$ cat src/record_slot_allocator_unit_defines.svh
// -----------------------------------------------------------------------------
// Record slot allocator assertion macros
// Shared concurrent assertion forms for the slot allocator RTL.
// -----------------------------------------------------------------------------
`ifndef RECORD_SLOT_ALLOCATOR_UNIT_DEFINES_SVH
`define RECORD_SLOT_ALLOCATOR_UNIT_DEFINES_SVH

// same-cycle implication, checked out of reset
`define RSA_ASSERT_SAME(label, clk, rst, ante, cons) \
   label: assert property (@(posedge clk) disable iff (rst) (ante) |-> (cons)) \
      else $error("rsa assertion failed");

// next-cycle implication, checked out of reset
`define RSA_ASSERT_NEXT(label, clk, rst, ante, cons) \
   label: assert property (@(posedge clk) disable iff (rst) (ante) |=> (cons)) \
      else $error("rsa assertion failed");

`endif

$ cat src/rsa_ram.sv
// -----------------------------------------------------------------------------
// Record slot allocator RAM
// Generic single-write, single-read synchronous RAM with registered read.
// -----------------------------------------------------------------------------
`timescale 1ns / 1ps
`default_nettype none

module rsa_ram #(
   parameter int WIDTH = 8,
   parameter int DEPTH = 16
) (
   input  wire logic                     clock,
   input  wire logic                     wr_en,
   input  wire logic [$clog2(DEPTH)-1:0] wr_addr,
   input  wire logic [WIDTH-1:0]         wr_data,
   input  wire logic                     rd_en,
   input  wire logic [$clog2(DEPTH)-1:0] rd_addr,
   output logic      [WIDTH-1:0]         rd_data
);

   logic [WIDTH-1:0] mem_ff [DEPTH];
   logic [WIDTH-1:0] rd_data_ff;

   always_ff @(posedge clock) begin
      if (wr_en) begin
         mem_ff[wr_addr] <= wr_data;
      end
      if (rd_en) begin
         rd_data_ff <= mem_ff[rd_addr];
      end
   end

   assign rd_data = rd_data_ff;

endmodule

`default_nettype wire

$ cat config.mk
export PLATFORM = sky130hd
export DESIGN_NAME = rsa_ram
export DESIGN_NICKNAME = d
export VERILOG_FILES = /design/src/record_slot_allocator_unit_defines.svh /design/src/rsa_ram.sv
export SDC_FILE = /design/constraint.sdc
export NUM_CORES = 1
export LEC_CHECK = 0
export BUFFER_PORTS_ARGS = -buffer_cell sky130_fd_sc_hd__buf_4
export CORE_MARGIN = 2
export CORE_UTILIZATION = 25
export CTS_CLUSTER_DIAMETER = 100
export CTS_CLUSTER_SIZE = 40
export DETAILED_ROUTE_END_ITERATION = 8
export SETUP_SLACK_MARGIN = 0.05
export SYNTH_ARGS = -nofsm -noshare
export SYNTH_HDL_FRONTEND = slang
export SYNTH_SLANG_ARGS = --single-unit
$ cat constraint.sdc
create_clock -name clock -period 1.8 [get_ports clock]
set_clock_uncertainty 0.2 [all_clocks]
set_input_delay 0.18 -clock clock [delete_from_list [all_inputs] [get_ports clock]]
set_output_delay 0.18 -clock clock [all_outputs]
set_load 0.1 [all_outputs]
## Yosys cells after proc, flatten, opt, wreduce, memory -nomap -nowiden

Memory sizes are Yosys's and may differ from the RTL's. A register that Yosys moved wholly into a read port is not among the register bits.
Cells that the tools add are included.

| storage, ports and cells | value |
|---|---|
| RAM bits | 128 |
| bits of input ports | 19 |
| flip-flop bits (word level) | 0 |
| memories kept | 1 |

| cells by class | value |
|---|---|
| muxes and demuxes | 2 |

Memory list:

| name | words | width | rd ports | clocked after memory_dff | write ports | line | text |
|---|---|---|---|---|---|---|---|
| mem_ff | 16 | 8 | 1 | 1 | 1 | rsa_ram.sv:21 | `logic [WIDTH-1:0] mem_ff [DEPTH];` |

Operator list:

| operator | number |
|---|---|
| two-way mux 1 bit | 2 |

## Longest topological paths before layout

| depth | value |
|---|---|
| depth in word-level cells | 2 |
| mapped depth | 5 |
| mapped depth without buffers | 3 |

## Worst setup path before layout

Ideal clock, no wire load.

| timing path | value |
|---|---|
| path type | input to register |
| from | input wr_addr[2] |
| to | memory mem_ff[0][0], enable pin |
| buffers on the path | 0 |
| stages on the path | 2 |
| arrival | 1290 ps |
| library setup time | 383 ps |
| path slack | -73 ps |
| cells stage by stage | or3b_2 -> nor3_1 |

RTL lines:

| what | line | text |
|---|---|---|
| start: declaration | rsa_ram.sv:14 | `input wire logic [$clog2(DEPTH)-1:0] wr_addr,` |
| end: declaration | rsa_ram.sv:21 |  |

No word-level cell before the write port.

==> results.json <==
{
  "status": "complete, no violations",
  "hold_violations": 0,
  "grt_pass1_vias": 2702,
  "cts_max_path_buffers": 2,
  "die_width_microns": 149,
  "syn2layout_area_growth_pct": 25.3,
  "numClockSinks": 136,
  "syn_area_per_cell_sq_um": 22.8,
  "antenna_found_initial": 0,
  "num_rows": 52,
  "fp.coreArea_sq_um": 20400,
  "p_per_area_nw_per_um2": 1110,
  "grt_overflow_total": 0,
  "drt_first_pass_iters": 4,
  "fin_crit_sh": 0.937,
  "ir_worst_vdd_mv": 0.702,
  "slew_viol_final": 0,
  "met2_length_mm": 4.93,
  "max_freq_mhz": 593,
  "pre_cts_slack_ps": -138,
  "clock_tree.root_cell": "clkbuf_16",
  "fin_crit_ps": 1690,
  "rsz0062_at_grt": "false",
  "drc_errors": 0,
  "routed.top_layer": "met4",
  "io_buffers": 26,
  "die_y_microns": 149,
  "setup_slack_ps": 113,
  "io_pins": 27,
  "diodes": 0,
  "dp_hpwl_mm": 7.07,
  "grt_max_degree": 22,
  "wl_met3_microns": 762,
  "fin_area_sq_um": 6550,
  "crit_fanout": 1,
  "synth_area_sq_um": 5230,
  "maxSlewHeadroom": 0.556,
  "leakagePower_nw": 2.17,
  "crit_path_top_delay_cell": "mux4_1",
  "setup_viol": 0,
  "wl_per_cell_microns": 18.1,
  "nets": 315,
  "maxCapViolCount": 0,
  "drt_iter0_drc": 216,
  "gp_congestion": 0.712,
  "cts_tree": "done",
  "viasPerCell": 4.31,
  "path_cells": "mux4_1, a22oi_2, nand2_1",
  "initial_core_util": 0.257,
  "worst-setup-path-type": "reg2reg",
  "clock_latency_ps": 410,
  "crit_path_end_kind": "flip-flop",
  "cp.arrival_ps": 1630,
  "hold_class": "in2reg",
  "yosys.area.top_type_share": 0.781,
  "track_usage": 0.102,
  "worstMarginPinSlew_ps": 664,
  "synth_cell_types": 18,
  "wl_met1_mm": 4.70,
  "yosysWarnings": 0,
  "wl_mm": 10.5,
  "synth.area.top_cells": "edfxtp_1 78%, mux4_2 7.8%, mux4_1 7.0%",
  "cts_buffers": 17,
  "postSynth.asyncResetShare": 0,
  "vias": 2495,
  "final_layout_size_suffix_gt1_frac": 0.307,
  "synth_top_flop_cell": "edfxtp_1",
  "die-area_sq_um": 22100,
  "rrSetupSlack_ps": 110,
  "ys_ff_latch": 136,
  "worstPathRequired_ps": 1750,
  "syn_nets": 248,
  "synthTopCellsByCount": "136 x edfxtp_1, 18 x mux4_2, 16 x a22oi_1, 14 x mux4_1, 13 x nor2_1",
  "slowest_delay_ps": 530,
  "yosysTopAreaCell": "edfxtp_1",
  "ys_seq_area_frac": 0.781,
  "synth_edf_count": 136,
  "postRouteAntennaNets": 0,
  "clkTransAtPathRegs_ps": 60,
  "place_area_sq_um": 5900,
  "grt_pass1_wl_mm": 16.3,
  "synth_cells": 229,
  "cts_htree_levels": 4,
  "cp-start-kind": "flip-flop",
  "total_power_mw": 7.27,
  "synth.most_common_cell": "edfxtp_1"
}
==> area by class of cell <==
type                            instances  area (sq um)
Fill cell                            1944         13800
Sequential cell                       136          4080
Multi-Input combinational cell         83          1070
Timing Repair Buffer                   58           508
Clock buffer                           20           437
Tap cell                              270           338
Clock inverter                         12           109
==> power breakdown <==
group / switching [mW] / total, mW / internal (mW)
clock network: 1.19 / 3.19 / 2.00
logic: 0.304 / 0.490 / 0.186
registers: 0.0218 / 3.59 / 3.57
total: 1.51 / 7.27 / 5.76
==> final timing paths <==
kind / startpoint / endpoint / cells after the start
setup reg to reg: mem_ff[9][5] / rd_data[5] / 3
setup / recovery: mem_ff[9][5] / rd_data[5] / 3
hold / removal: wr_addr[0] / mem_ff[0][6] / 3
hold reg to reg: mem_ff[7][3] / rd_data[3] / 3
==> metal layers <==
metal / track usage / up-vias
met5: 0 / -
met4: 0.0371 / 0
met3: 0.0316 / 9
met2: 0.152 / 81
met1: 0.140 / 1293
li1: - / 1112
==> worst max-delay path, delay by kind of cell, from the launching register on <==
kind	cells	cell delay [ps]
AND/OR/NAND/NOR	1	120
multiplexers	1	530
AO/OA/AOI/OAI	1	210
flip-flops	1	370
==> state kept, by name, summed over array words and instances, names as in the netlist <==
signal,flops
mem_ff,128
rd_data,8
==> stage by stage <==
step	hold WS, ps	std cells	TNS (ps)	util
final	92.8	579	0	0.322
after global routing	96.5	579	0	0.322
after CTS	73.2	579	0	0.321
after detailed placement	294	538	-389	0.290
after global placement	283	538	-345	0.290
after floorplan	78.9	229	0	-
==> cells by family after synthesis <==
group                  synth area share
buffers and inverters            0.0165
AO/OA/AOI/OAI                    0.0230
multiplexers                      0.148
flip-flops                        0.781
AND/OR/NAND/NOR                  0.0314
==> layout by cell type (no fill, tap or decap), drive strengths merged <==
master,n
clkbuf,20
nor3,4
a22oi,16
mux4,32
clkinvlp,2
or3b,1
nor2,13
bufinv,2
dlygate4sd3,9
and2b,1
and2,1
edfxtp,136
nand3,1
clkinv,8
nand2b,2
nor2b,1
nand3b,2
buf,49
nand2,9
==> timing repair <==
action,in CTS,in global routing
endpoints found under the setup margin,0,2
endpoints found under the hold margin,136,0
resized for setup,0,2
setup buffers,0,0
hold buffers,9,0
No activity file was read; power rests on OpenSTA's default activity.
